<file path="src/hw/rtl/sbcf_pkg.sv">
// Shared types and constants of the breathing colour fade block.
`default_nettype none

package sbcf_pkg;

    localparam int DELTA_W    = 12;
    localparam int TIME_W     = 24;
    localparam int COLOR_W    = 32;
    localparam int RATE_W     = 16;
    localparam int CHAN_W     = 8;
    localparam int CHANNELS   = 4;
    localparam int QUEUE_DEPTH = 4;

    localparam logic [TIME_W-1:0] TIME_MAX = {TIME_W{1'b1}};

    typedef enum logic [2:0] {
        REG_ORIGINAL = 3'd0,
        REG_BREATH   = 3'd1,
        REG_RATE     = 3'd2,
        REG_DURATION = 3'd3,
        REG_LOOP     = 3'd4
    } reg_index_t;

    typedef struct packed {
        logic [COLOR_W-1:0] original_color;
        logic [COLOR_W-1:0] breath_color;
        logic [RATE_W-1:0]  phase_rate;
        logic [TIME_W-1:0]  duration_units;
        logic               loop_enable;
    } cfg_t;

endpackage

`default_nettype wire

</file>
<file path="src/hw/rtl/sine_breathing_color_fade_core.sv">
// Top level of the breathing colour fade: register port, front part, queue and back part.
// A tick passes the tick queue and factor register to the result queue, where empty falls.
// One tick is taken every cycle unless full is high; the phase and time update sets this rate.
// Stalls on the result side fill a four-entry result queue and then a four-entry tick queue.
// Reset is asynchronous and active low; it clears state and queues and loads register defaults.
`default_nettype none

module sine_breathing_color_fade_core #(
    parameter int PHASE_BITS   = 16,
    parameter int SINE_ENTRIES = 256,
    parameter int FACTOR_BITS  = 10
) (
    input  logic                               clk,
    input  logic                               rst_n,
    input  logic                               psel,
    input  logic                               penable,
    input  logic                               pwrite,
    input  logic [4:0]                         paddr,
    input  logic [31:0]                        pwdata,
    output logic [31:0]                        prdata,
    output logic                               pready,
    input  logic                               push,
    output logic                               full,
    input  logic [sbcf_pkg::DELTA_W-1:0]       delta_units,
    output logic                               empty,
    input  logic                               pop,
    output logic [sbcf_pkg::CHAN_W-1:0]        red,
    output logic [sbcf_pkg::CHAN_W-1:0]        green,
    output logic [sbcf_pkg::CHAN_W-1:0]        blue,
    output logic [sbcf_pkg::CHAN_W-1:0]        alpha,
    output logic                               finished
);

    import sbcf_pkg::*;

    localparam int IDX_W = $clog2(SINE_ENTRIES);

    cfg_t             cfg_reg;
    cfg_t             cfg_next;
    reg_index_t       reg_sel;
    logic             wr_en;
    logic             q_push;
    logic [IDX_W:0]   q_data;
    logic             q_full;
    logic             mid_empty;
    logic             mid_pop;
    logic [IDX_W:0]   mid_data;
    logic [$clog2(QUEUE_DEPTH+1)-1:0] mid_count;

    assign pready  = 1'b1;
    assign reg_sel = reg_index_t'(paddr[4:2]);
    assign wr_en   = psel && penable && pwrite;

    always_comb
    begin
        cfg_next = cfg_reg;
        if (wr_en)
        begin
            unique case (reg_sel)
                REG_ORIGINAL: cfg_next.original_color = pwdata;
                REG_BREATH:   cfg_next.breath_color   = pwdata;
                REG_RATE:     cfg_next.phase_rate     = pwdata[RATE_W-1:0];
                REG_DURATION: cfg_next.duration_units = pwdata[TIME_W-1:0];
                REG_LOOP:     cfg_next.loop_enable    = pwdata[0];
                default:      cfg_next = cfg_reg;
            endcase
        end
    end

    always_comb
    begin
        unique case (reg_sel)
            REG_ORIGINAL: prdata = cfg_reg.original_color;
            REG_BREATH:   prdata = cfg_reg.breath_color;
            REG_RATE:     prdata = 32'(cfg_reg.phase_rate);
            REG_DURATION: prdata = 32'(cfg_reg.duration_units);
            REG_LOOP:     prdata = 32'(cfg_reg.loop_enable);
            default:      prdata = '0;
        endcase
    end

    always_ff @(posedge clk or negedge rst_n)
    begin
        if (!rst_n)
        begin
            cfg_reg.original_color <= '0;
            cfg_reg.breath_color   <= '0;
            cfg_reg.phase_rate     <= RATE_W'(256);
            cfg_reg.duration_units <= TIME_MAX;
            cfg_reg.loop_enable    <= 1'b0;
        end
        else
        begin
            cfg_reg <= cfg_next;
        end
    end

    sbcf_front #(
        .PHASE_BITS   (PHASE_BITS),
        .SINE_ENTRIES (SINE_ENTRIES)
    ) u_front (
        .clk         (clk),
        .rst_n       (rst_n),
        .cfg         (cfg_reg),
        .push        (push),
        .delta_units (delta_units),
        .full        (full),
        .q_full      (q_full),
        .q_push      (q_push),
        .q_data      (q_data)
    );

    sbcf_queue #(
        .WIDTH (IDX_W + 1),
        .DEPTH (QUEUE_DEPTH)
    ) u_mid_queue (
        .clk     (clk),
        .rst_n   (rst_n),
        .wr_en   (q_push),
        .wr_data (q_data),
        .rd_en   (mid_pop),
        .rd_data (mid_data),
        .full    (q_full),
        .empty   (mid_empty),
        .count   (mid_count)
    );

    sbcf_back #(
        .SINE_ENTRIES (SINE_ENTRIES),
        .FACTOR_BITS  (FACTOR_BITS)
    ) u_back (
        .clk       (clk),
        .rst_n     (rst_n),
        .cfg       (cfg_reg),
        .mid_empty (mid_empty),
        .mid_data  (mid_data),
        .mid_pop   (mid_pop),
        .pop       (pop),
        .empty     (empty),
        .red       (red),
        .green     (green),
        .blue      (blue),
        .alpha     (alpha),
        .finished  (finished)
    );

`ifndef SYNTHESIS
    a_mid_count_bound: assert property (@(posedge clk) disable iff (!rst_n)
        mid_count <= ($clog2(QUEUE_DEPTH+1))'(QUEUE_DEPTH))
        else $error("Tick queue count exceeds its depth.");

    a_full_matches_count: assert property (@(posedge clk) disable iff (!rst_n)
        full == (mid_count == ($clog2(QUEUE_DEPTH+1))'(QUEUE_DEPTH)))
        else $error("Full flag disagrees with the tick queue fill level.");

    a_pop_when_empty_blocked: assert property (@(posedge clk) disable iff (!rst_n)
        mid_empty |-> (mid_count == '0))
        else $error("Tick queue reports empty while holding entries.");
`endif

endmodule

`default_nettype wire

</file>
<file path="src/hw/rtl/sbcf_queue.sv">
// Small first-in first-out queue built from flip-flops.
`default_nettype none

module sbcf_queue #(
    parameter int WIDTH = 8,
    parameter int DEPTH = 4
) (
    input  logic                         clk,
    input  logic                         rst_n,
    input  logic                         wr_en,
    input  logic [WIDTH-1:0]             wr_data,
    input  logic                         rd_en,
    output logic [WIDTH-1:0]             rd_data,
    output logic                         full,
    output logic                         empty,
    output logic [$clog2(DEPTH+1)-1:0]   count
);

    localparam int PTR_W = (DEPTH > 1) ? $clog2(DEPTH) : 1;
    localparam int CNT_W = $clog2(DEPTH + 1);

    logic [WIDTH-1:0] mem_reg [DEPTH];
    logic [PTR_W-1:0] wr_ptr_reg;
    logic [PTR_W-1:0] wr_ptr_next;
    logic [PTR_W-1:0] rd_ptr_reg;
    logic [PTR_W-1:0] rd_ptr_next;
    logic [CNT_W-1:0] count_reg;
    logic [CNT_W-1:0] count_next;
    logic             do_wr;
    logic             do_rd;

    assign full    = (count_reg == CNT_W'(DEPTH));
    assign empty   = (count_reg == '0);
    assign count   = count_reg;
    assign rd_data = mem_reg[rd_ptr_reg];
    assign do_wr   = wr_en && !full;
    assign do_rd   = rd_en && !empty;

    always_comb
    begin
        wr_ptr_next = wr_ptr_reg;
        rd_ptr_next = rd_ptr_reg;
        count_next  = count_reg;
        if (do_wr)
        begin
            wr_ptr_next = (wr_ptr_reg == PTR_W'(DEPTH - 1)) ? '0 : wr_ptr_reg + 1'b1;
        end
        if (do_rd)
        begin
            rd_ptr_next = (rd_ptr_reg == PTR_W'(DEPTH - 1)) ? '0 : rd_ptr_reg + 1'b1;
        end
        if (do_wr && !do_rd)
        begin
            count_next = count_reg + 1'b1;
        end
        else if (do_rd && !do_wr)
        begin
            count_next = count_reg - 1'b1;
        end
    end

    always_ff @(posedge clk or negedge rst_n)
    begin
        if (!rst_n)
        begin
            wr_ptr_reg <= '0;
            rd_ptr_reg <= '0;
            count_reg  <= '0;
        end
        else
        begin
            wr_ptr_reg <= wr_ptr_next;
            rd_ptr_reg <= rd_ptr_next;
            count_reg  <= count_next;
        end
    end

    always_ff @(posedge clk)
    begin
        if (do_wr)
        begin
            mem_reg[wr_ptr_reg] <= wr_data;
        end
    end

endmodule

`default_nettype wire

</file>
<file path="src/hw/rtl/sbcf_front.sv">
// Front part: takes ticks, advances phase and elapsed time, and queues the table index.
`default_nettype none

module sbcf_front #(
    parameter int PHASE_BITS   = 16,
    parameter int SINE_ENTRIES = 256
) (
    input  logic                                  clk,
    input  logic                                  rst_n,
    input  sbcf_pkg::cfg_t                        cfg,
    input  logic                                  push,
    input  logic [sbcf_pkg::DELTA_W-1:0]          delta_units,
    output logic                                  full,
    input  logic                                  q_full,
    output logic                                  q_push,
    output logic [$clog2(SINE_ENTRIES):0]         q_data
);

    import sbcf_pkg::*;

    localparam int IDX_W  = $clog2(SINE_ENTRIES);
    localparam int PROD_W = DELTA_W + RATE_W;
    localparam int SUM_W  = ((PHASE_BITS > PROD_W) ? PHASE_BITS : PROD_W) + 1;
    localparam int EXT_W  = PHASE_BITS + IDX_W;

    logic [PHASE_BITS-1:0] phase_reg;
    logic [PHASE_BITS-1:0] phase_next;
    logic [TIME_W-1:0]     used_time_reg;
    logic [TIME_W-1:0]     used_time_next;
    logic                  done_reg;
    logic                  done_next;
    logic                  accept;
    logic [PROD_W-1:0]     advance;
    logic [SUM_W-1:0]      phase_sum;
    logic [TIME_W:0]       time_sum;
    logic [EXT_W-1:0]      scaled;

    assign full   = q_full;
    assign accept = push && !q_full;

    always_comb
    begin
        advance        = PROD_W'(delta_units) * PROD_W'(cfg.phase_rate);
        phase_sum      = SUM_W'(phase_reg) + SUM_W'(advance);
        time_sum       = (TIME_W + 1)'(used_time_reg) + (TIME_W + 1)'(delta_units);
        phase_next     = phase_reg;
        used_time_next = used_time_reg;
        done_next      = done_reg;
        if (!done_reg)
        begin
            phase_next     = phase_sum[PHASE_BITS-1:0];
            used_time_next = time_sum[TIME_W] ? TIME_MAX : time_sum[TIME_W-1:0];
            done_next      = !cfg.loop_enable && (used_time_next >= cfg.duration_units);
        end
        scaled = {phase_next, IDX_W'(0)} >> PHASE_BITS;
        q_push = accept;
        q_data = {done_next, scaled[IDX_W-1:0]};
    end

    always_ff @(posedge clk or negedge rst_n)
    begin
        if (!rst_n)
        begin
            phase_reg     <= '0;
            used_time_reg <= '0;
            done_reg      <= 1'b0;
        end
        else if (accept)
        begin
            phase_reg     <= phase_next;
            used_time_reg <= used_time_next;
            done_reg      <= done_next;
        end
    end

`ifndef SYNTHESIS
    a_done_sticky: assert property (@(posedge clk) disable iff (!rst_n)
        done_reg |=> done_reg)
        else $error("Finished flag was cleared without reset.");

    a_frozen_when_done: assert property (@(posedge clk) disable iff (!rst_n)
        done_reg |=> ($stable(phase_reg) && $stable(used_time_reg)))
        else $error("State moved after the effect had finished.");

    a_no_push_when_full: assert property (@(posedge clk) disable iff (!rst_n)
        q_push |-> !q_full)
        else $error("Tick queued while the queue was full.");
`endif

endmodule

`default_nettype wire

</file>
<file path="src/hw/rtl/sbcf_back.sv">
// Back part: sine table lookup, colour blend and the result queue.
`default_nettype none

module sbcf_back #(
    parameter int SINE_ENTRIES = 256,
    parameter int FACTOR_BITS  = 10
) (
    input  logic                                  clk,
    input  logic                                  rst_n,
    input  sbcf_pkg::cfg_t                        cfg,
    input  logic                                  mid_empty,
    input  logic [$clog2(SINE_ENTRIES):0]         mid_data,
    output logic                                  mid_pop,
    input  logic                                  pop,
    output logic                                  empty,
    output logic [sbcf_pkg::CHAN_W-1:0]           red,
    output logic [sbcf_pkg::CHAN_W-1:0]           green,
    output logic [sbcf_pkg::CHAN_W-1:0]           blue,
    output logic [sbcf_pkg::CHAN_W-1:0]           alpha,
    output logic                                  finished
);

    import sbcf_pkg::*;

    localparam int IDX_W   = $clog2(SINE_ENTRIES);
    localparam int F_W     = FACTOR_BITS + 1;
    localparam int PROD_W  = CHAN_W + 1 + F_W + 1;
    localparam int OUT_W   = CHANNELS * CHAN_W + 1;
    localparam int CNT_W   = $clog2(QUEUE_DEPTH + 1);

    localparam logic [63:0] Q30_ONE     = 64'd1073741824;
    localparam logic [63:0] Q30_PI      = 64'd3373259426;
    localparam logic [63:0] Q30_HALF_PI = 64'd1686629713;
    localparam logic [63:0] Q30_TWO_PI  = 64'd6746518852;

    typedef logic [F_W-1:0] rom_t [SINE_ENTRIES];

    function automatic logic [63:0] sq_step(input logic [63:0] term, input logic [63:0] x);
        logic [63:0] t;
        t = (term * x) >> 30;
        t = (t * x) >> 30;
        return t;
    endfunction

    function automatic logic [63:0] sin_q30(input logic [63:0] x);
        logic [63:0] term;
        logic [63:0] pos;
        logic [63:0] neg;
        term = x;
        pos  = x;
        neg  = '0;
        term = sq_step(term, x) / 64'd6;
        neg  = neg + term;
        term = sq_step(term, x) / 64'd20;
        pos  = pos + term;
        term = sq_step(term, x) / 64'd42;
        neg  = neg + term;
        term = sq_step(term, x) / 64'd72;
        pos  = pos + term;
        term = sq_step(term, x) / 64'd110;
        neg  = neg + term;
        term = sq_step(term, x) / 64'd156;
        pos  = pos + term;
        term = sq_step(term, x) / 64'd210;
        neg  = neg + term;
        return (pos > neg) ? pos - neg : 64'd0;
    endfunction

    function automatic rom_t build_rom();
        rom_t        rom;
        logic [63:0] ii;
        logic [63:0] j;
        logic [63:0] x;
        logic [63:0] s;
        logic [63:0] u;
        logic [63:0] v;
        logic        negative;
        for (int i = 0; i < SINE_ENTRIES; i++)
        begin
            ii       = 64'(i);
            negative = (2 * ii) > 64'(SINE_ENTRIES);
            j        = negative ? 64'(SINE_ENTRIES) - ii : ii;
            x        = (j * Q30_TWO_PI) / 64'(SINE_ENTRIES);
            if (x > Q30_HALF_PI)
            begin
                x = (x > Q30_PI) ? 64'd0 : Q30_PI - x;
            end
            s = sin_q30(x);
            if (s > Q30_ONE)
            begin
                s = Q30_ONE;
            end
            u      = negative ? Q30_ONE - s : Q30_ONE + s;
            v      = ((u << FACTOR_BITS) + Q30_ONE) >> 31;
            rom[i] = v[F_W-1:0];
        end
        return rom;
    endfunction

    localparam rom_t SINE_ROM = build_rom();

    logic                 va_reg;
    logic [F_W-1:0]       factor_reg;
    logic                 fin_reg;
    logic [CNT_W-1:0]     out_count;
    logic                 out_full;
    logic [OUT_W-1:0]     out_data;
    logic [OUT_W-1:0]     out_word;
    logic [CNT_W:0]       in_flight;

    assign in_flight = (CNT_W + 1)'(out_count) + (CNT_W + 1)'(va_reg);
    assign mid_pop   = !mid_empty && (in_flight < (CNT_W + 1)'(QUEUE_DEPTH));

    always_ff @(posedge clk or negedge rst_n)
    begin
        if (!rst_n)
        begin
            va_reg <= 1'b0;
        end
        else
        begin
            va_reg <= mid_pop;
        end
    end

    always_ff @(posedge clk)
    begin
        if (mid_pop)
        begin
            factor_reg <= SINE_ROM[mid_data[IDX_W-1:0]];
            fin_reg    <= mid_data[IDX_W];
        end
    end

    always_comb
    begin
        logic [CHAN_W-1:0]        o;
        logic [CHAN_W-1:0]        b;
        logic signed [PROD_W-1:0] diff;
        logic signed [PROD_W-1:0] fac;
        logic signed [PROD_W-1:0] prod;
        logic signed [PROD_W-1:0] sum;
        out_data = '0;
        for (int k = 0; k < CHANNELS; k++)
        begin
            o    = cfg.original_color[k*CHAN_W +: CHAN_W];
            b    = cfg.breath_color[k*CHAN_W +: CHAN_W];
            diff = PROD_W'($signed({1'b0, b})) - PROD_W'($signed({1'b0, o}));
            fac  = PROD_W'($signed({1'b0, factor_reg}));
            prod = diff * fac;
            sum  = PROD_W'($signed({1'b0, o})) + (prod >>> FACTOR_BITS);
            out_data[k*CHAN_W +: CHAN_W] = fin_reg ? o : sum[CHAN_W-1:0];
        end
        out_data[OUT_W-1] = fin_reg;
    end

    sbcf_queue #(
        .WIDTH (OUT_W),
        .DEPTH (QUEUE_DEPTH)
    ) u_out_queue (
        .clk     (clk),
        .rst_n   (rst_n),
        .wr_en   (va_reg),
        .wr_data (out_data),
        .rd_en   (pop),
        .rd_data (out_word),
        .full    (out_full),
        .empty   (empty),
        .count   (out_count)
    );

    assign red      = out_word[0*CHAN_W +: CHAN_W];
    assign green    = out_word[1*CHAN_W +: CHAN_W];
    assign blue     = out_word[2*CHAN_W +: CHAN_W];
    assign alpha    = out_word[3*CHAN_W +: CHAN_W];
    assign finished = out_word[OUT_W-1];

`ifndef SYNTHESIS
    a_no_result_overflow: assert property (@(posedge clk) disable iff (!rst_n)
        va_reg |-> !out_full)
        else $error("A result reached the full result queue and would be lost.");

    a_credit_bound: assert property (@(posedge clk) disable iff (!rst_n)
        in_flight <= (CNT_W + 1)'(QUEUE_DEPTH))
        else $error("More results in flight than the result queue can hold.");

    a_pop_needs_entry: assert property (@(posedge clk) disable iff (!rst_n)
        mid_pop |-> !mid_empty)
        else $error("Back part took an entry from an empty queue.");
`endif

endmodule

`default_nettype wire

</file>
<file path="config.mk">
export PLATFORM = sky130hd
export DESIGN_NAME = sine_breathing_color_fade_core
export DESIGN_NICKNAME = d
export VERILOG_FILES = /design/src/hw/rtl/sbcf_pkg.sv /design/src/hw/rtl/sine_breathing_color_fade_core.sv /design/src/hw/rtl/sbcf_queue.sv /design/src/hw/rtl/sbcf_front.sv /design/src/hw/rtl/sbcf_back.sv
export SDC_FILE = /design/constraint.sdc
export NUM_CORES = 2
export LEC_CHECK = 0
export BUFFER_PORTS_ARGS = -buffer_cell sky130_fd_sc_hd__buf_2
export CAP_MARGIN = 20
export CORE_ASPECT_RATIO = 0.9
export CORE_UTILIZATION = 37
export CTS_CLUSTER_DIAMETER = 40
export CTS_CLUSTER_SIZE = 10
export DETAILED_ROUTE_END_ITERATION = 10
export HOLD_SLACK_MARGIN = 0.06
export SYNTH_ARGS = -nofsm -noshare
export SYNTH_HDL_FRONTEND = slang
export SYNTH_SLANG_ARGS = --single-unit
</file>
<file path="constraint.sdc">
create_clock -name clk -period 11.68 [get_ports clk]
set_input_delay 2.336 -clock clk [delete_from_list [all_inputs] [get_ports clk]]
set_output_delay 2.336 -clock clk [all_outputs]
set_load 0.05 [all_outputs]
</file>
# == Word-level counts from Yosys, hierarchy flattened ==
# Memories as Yosys holds them, arrays and structs flattened. A register that Yosys moved wholly into a read port is not among the register bits.
# Index checks and enable logic that the tools add are counted.
# word_totals
ff_bits,162
ram_bits,168
rom_bits,2816
in_bits,56
mem_count,3
# op_classes
add_sub_neg,19
mul,5
magnitude_cmp,2
n_eq_ne,10
muxes,20
bitwise,2
n_reduce_logical,33
# mem_list
memory,depth,width,rd,rd_ports_with_merged_regs,wr,line_no,rtl
(name not given),256,11,1,1,0,sbcf_back.sv:130,factor_reg <= SINE_ROM[mid_data[IDX_W-1:0]];
u_back.u_out_queue.mem_reg,4,33,1,0,1,sbcf_queue.sv:22,logic [WIDTH-1:0] mem_reg [DEPTH];
u_mid_queue.mem_reg,4,9,1,0,1,sbcf_queue.sv:22,
# ops
op,n
case mux 32 bit (5 select lines),1
multiplier 21 x 12 -> 18 bit,4
subtractor 8 x 8 -> 9 bit,4
adder 8 bit,4
2-to-1 mux 8 bit,4
adder 24 x 12 -> 25 bit,1
greater-or-equal comparator 24 bit,1
2-to-1 mux 24 bit,1
adder 16 bit,1
multiplier 12 x 16 -> 16 bit,1
2-to-1 mux 16 bit,1
logical AND 1 bit,13
2-to-1 mux 3 bit,4
AND reduction 2 bit,6
equality test 3 bit (second input constant),3
logical NOT 1 bit,9
logical NOT 3 bit,3
inverter 8 -> 9 bit,1
adder 2 x 1 -> 2 bit (second input constant),4
equality test 2 bit (second input constant),4
2-to-1 mux 2 bit,4
adder 3 x 1 -> 3 bit (second input constant),2
equality test 3 x 2 -> 1 bit (second input constant),2
subtractor 3 x 1 -> 3 bit (second input constant),2
6 further kinds,11

# == Depth between registers and ports, before layout ==
# depth
depth_word,8
depth_mapped,37
depth_no_buf,37

# == Hierarchy ==
# A second synthesis with hierarchy kept.
# unflattened
hier_cells,3605
hier_area_um2,36374.9
# by_module_without_submodules
module,n_inst,cells_each,area_per_inst_um2,seq_area_each_um2
sbcf_back,1,2118,17189.0,385.4
sbcf_front,1,863,7240.7,1026.0
sbcf_queue (u_back.u_out_queue),1,210,5206.2,4139.0
sine_breathing_color_fade_core,1,330,4999.8,2658.8
sbcf_queue (u_mid_queue),1,84,1739.2,1256.2

# == Worst setup path after synthesis ==
# Ideal clock, no wire load.
# synth_timing
kind,reg2reg
from,register cfg_reg[74] (netlist name)
to,"memory u_back.u_out_queue.mem_reg[0][7] (netlist name), data pin"
t_arrival_ns,7.943
required_ns,11.408
path_slack_ns,3.465
stages_incl_launch_ff,36
n_path_buf,0
synth_period_minus_slack_ns,8.215
cell_sequence,dfrtp_1 > inv_1 > ha_1 > nor2b_1 > o21ai_0 > a21boi_0 > o21ai_1 > a211o_1 > xnor2_1 > nand2_1 > fa_1 > fa_1 > inv_1 > fa_1 > fa_1 > inv_1 > fa_1 > inv_1 > ha_1 > o21ai_0 > nor2_1 > o41a_2 > o21a_1 > o21a_1 > o21a_1 > o21a_1 > nor2_1 > ha_1 > or2_2 > a21oi_1 > a31oi_1 > xnor2_1 > xnor2_1 > xnor3_1 > nor2_1 > xnor2_1
# synth_between
elab_chain_cells,4
# synth_rtl
item,line_no,rtl
from (decl),sine_breathing_color_fade_core.sv:38,cfg_t cfg_reg;
from (signal assigned),sine_breathing_color_fade_core.sv:94,cfg_reg <= cfg_next;
subtractor 8 x 8 -> 9 bit,sbcf_back.sv:148,"diff = PROD_W'($signed({1'b0, b})) - PROD_W'($signed({1'b0, o}));"
multiplier 21 x 12 -> 18 bit,sbcf_back.sv:150,prod = diff * fac;
adder 8 bit (*),sbcf_back.sv:151,"sum = PROD_W'($signed({1'b0, o})) + (prod >>> FACTOR_BITS);"
2-to-1 mux 8 bit (*),sbcf_back.sv:152,out_data[k*CHAN_W +: CHAN_W] = fin_reg ? o : sum[CHAN_W-1:0];
named net u_back.out_data[7],sbcf_back.sv:107,logic [OUT_W-1:0] out_data;
to (decl),sbcf_queue.sv:22,
# The timed path passes the listed nets; every way through them passes the cells marked *.

# == Final worst setup path ==
# layout_timing
from,register cfg_reg[90] (netlist name)
to,"memory u_back.u_out_queue.mem_reg[0][23] (netlist name), data pin"
# The elaborated chain is that of the path after synthesis.

==> qor.yml <==
route:
  ant_nets: 0
  drtPass1Iterations: 8
  drc: 33
  drt-vias-per-instance: 5.26
  wl_mm: 92.2
  wl_per_cell_um: 18.6
  drt_first_iter_violations: 2012
  via_count: 26100
logic_synthesis:
  synth_xor_area_share_pct: 3.58
  synthTopCellsByArea: "fa_1 20%, edfxtp_1 15%, ha_1 11%"
  yosysTopAreaCell: "fa_1"
  synth_edf_count: 180
  avgSynthCellArea_um2: 9.80
  syn_nets: 4365
  muxShareOfSynthArea_pct: 5.65
  synth_compound_area_share_pct: 10.4
  yosysTopAreaCellShare_pct: 20.0
  async_flop_share_pct: 47.2
  mappedNetlistArea_um2: 35600
  ys_types: 89
  synth-simple-area-share_pct: 15.6
  synth_top_family_by_area: "adder cells"
  yosys_warnings: 0
  synth_ff_type: "edfxtp_1"
  synth_cells: 3630
  synth-seq-area-share_pct: 26.6
  ys_ff_latch: 341
  synth_fa_ha_area_share_pct: 31.4
clocking:
  clk_pin_slew_worst_paths_ns: 0.05
  cts.sinks: 341
  htreeDepth: 2
  postCtsResizedCells: 0
  cts_tree: "yes"
  post-cts-setup-buffer-count: 0
  ctsHoldBuffers: 0
  clock_path_buffers: 3
  numCtsBuffers: 50
  clock_latency_ns: 0.61
  cts-root-buf: "clkbuf_16"
worst_setup_path:
  path_class: "reg2reg"
  critPathBufInv: 4
  end_kind: "flop"
  cp_top_family: "adder cells"
  cpMaxStageDelayCell: "xor2_1"
  required_ns: 12.08
  critPathArrivalTime_ns: 9.55
  crit_fanout: 11
  crit_top_cell: "fa_1"
  critPathMaxStageDelay_ns: 0.70
  start_kind: "flop"
global_route:
  grt_max_degree: 79
  antenna_found_initial: 4
  gr-total-overflow: 0
  grt_pass1_wl_mm: 148
  grt_pass1_vias: 26500
  gr-usage-all-layers_pct: 19.3
finish:
  final_common_cell: "inv_1"
  fin_nets: 4395
  final_area_um2: 39200
  area_growth_pct: 10.1
  regArea_um2: 9470
  multi_input_area_um2: 23700
  drive_above_1_share_pct: 12.2
  largest_reg_flops: 132
  n_fill_cell: 9265
  final_cell_mix: "416 x inv_1, 403 x nand2_1, 355 x fa_1, 324 x ha_1, 230 x and2_1"
placed_design:
  gp_congestion: 0.886
  hpwl_mm: 68.1
  post_dp_cell_area_um2: 37400
  port_buffers: 120
floorplan:
  initial_utilization_pct: 37.5
  die_x_um: 329
  die_area_um2: 97400
  die_h_um: 296
  fp.coreArea_um2: 94900
  fp-row-count: 107
  io-pin-count: 124
timing:
  relSlewSlack_pct: 32.3
  hold_viol_final: 0
  rsz0062_at_grt: "no"
  tightestPinTransition_ns: 1.01
  max_freq_mhz: 109
  fin_skew_ns: 0.0348
  timing.final.crit_share_pct: 78.3
  setup_viol: 0
  fin_crit_ns: 9.15
  final_max_slew_viol_count: 0
  hold-worst-slack_ns: 0.482
  final.setup.tns_ns: 0
worst_hold_path:
  min_path_type: "reg2reg"
outcome:
  status: "complete, but fails checks"
  violations: "design-rule violations"
flow_run:
  maxCapViolCount: 0
path summary, 6_finish.rpt:
| check | start | end | slack (ns) | cells past startpoint |
|---|---|---|---|---|
| hold / removal | u_front.phase_reg[1]$_DFFE_PN0P_ | u_front.phase_reg[1]$_DFFE_PN0P_ | 0.48 | 2 |
| hold reg to reg | u_front.phase_reg[1]$_DFFE_PN0P_ | u_front.phase_reg[1]$_DFFE_PN0P_ | 0.48 | 2 |
| max in group asynchronous | rst_n | cfg_reg[68]$_DFFE_PN0P_ | 7.96 | 3 |
| setup reg to reg | cfg_reg[90]$_DFFE_PN0P_ | u_back.u_out_queue.mem_reg[0][23]$_DFFE_PP_ | 2.53 | 34 |
| min in group asynchronous | rst_n | u_mid_queue.wr_ptr_reg[1]$_DFFE_PN0P_ | 1.61 | 1 |
| setup / recovery | cfg_reg[90]$_DFFE_PN0P_ | u_back.u_out_queue.mem_reg[0][23]$_DFFE_PP_ | 2.53 | 34 |
logic make-up (layout without fill, tap and decap cells):
family,Yosys count,in the layout
and+or+nand+nor,1131,1131
adders and majority gates,679,679
buffers and inverters,624,696
AOI/OAI and AO/OA,574,574
DFF,341,341
muxes,141,141
xor gates and xnor gates,139,139
other,1,7
metrics by stage:
| step | cells | util (%) | worst slack, ns |
|---|---|---|---|
| CTS | 4955 | 41.2 | 2.45 |
| detailed placement | 4861 | 39.4 | 2.49 |
| finish | 4961 | 41.3 | 2.53 |
| global route | 4955 | 41.2 | 1.77 |
| floorplan | 3630 | - | 3.47 |
| global placement | 4861 | 39.4 | 2.57 |
per-layer routing:
metal	part of all wire (%)	routed length, um	GRT usage, %
met1	45	41600	27.0
met4	2.4	2190	5.30
met2	47	43000	31.1
met5	0.014	13	0
met3	5.8	5400	2.70
synthesized netlist by cell type, types with 24 or more instances:
library cell and number:
dfrtp_1 136, nor2_1 197, edfxtp_1 180, a22oi_1 31
ha_1 324, nand3_1 42, o21ai_0 163, nor3_1 57
mux2_2 75, xnor2_1 91, fa_1 355, xor2_1 44
inv_1 416, clkbuf_1 158, dfstp_2 25, buf_2 27
o211ai_1 24, a31oi_1 37, o21a_1 25, and2_1 234
a21o_1 29, a21oi_1 99, nand2_1 403, nand2b_1 95
mux4_2 40
tightest hold or removal path, cell delays in order (launching register included):
cell and delay (ns):
dfrtp_1 0.34, nand2_1 0.05, nand2_1 0.05
area by class of cell:
class / instances / share of cell area, %
Inverter: 419 / 4.02
Tap cell: 1253 / 4.00
Clock buffer: 72 / 3.51
Multi-Input combinational cell: 2665 / 60.6
Sequential cell: 341 / 24.2
Timing Repair Buffer: 183 / 2.76
Antenna cell: 6 / 0.0383
Clock inverter: 22 / 0.847
Power is left out: the tool's default activity adds up to more than one toggle a clock period on the data nets, which glitch-free logic cannot reach.
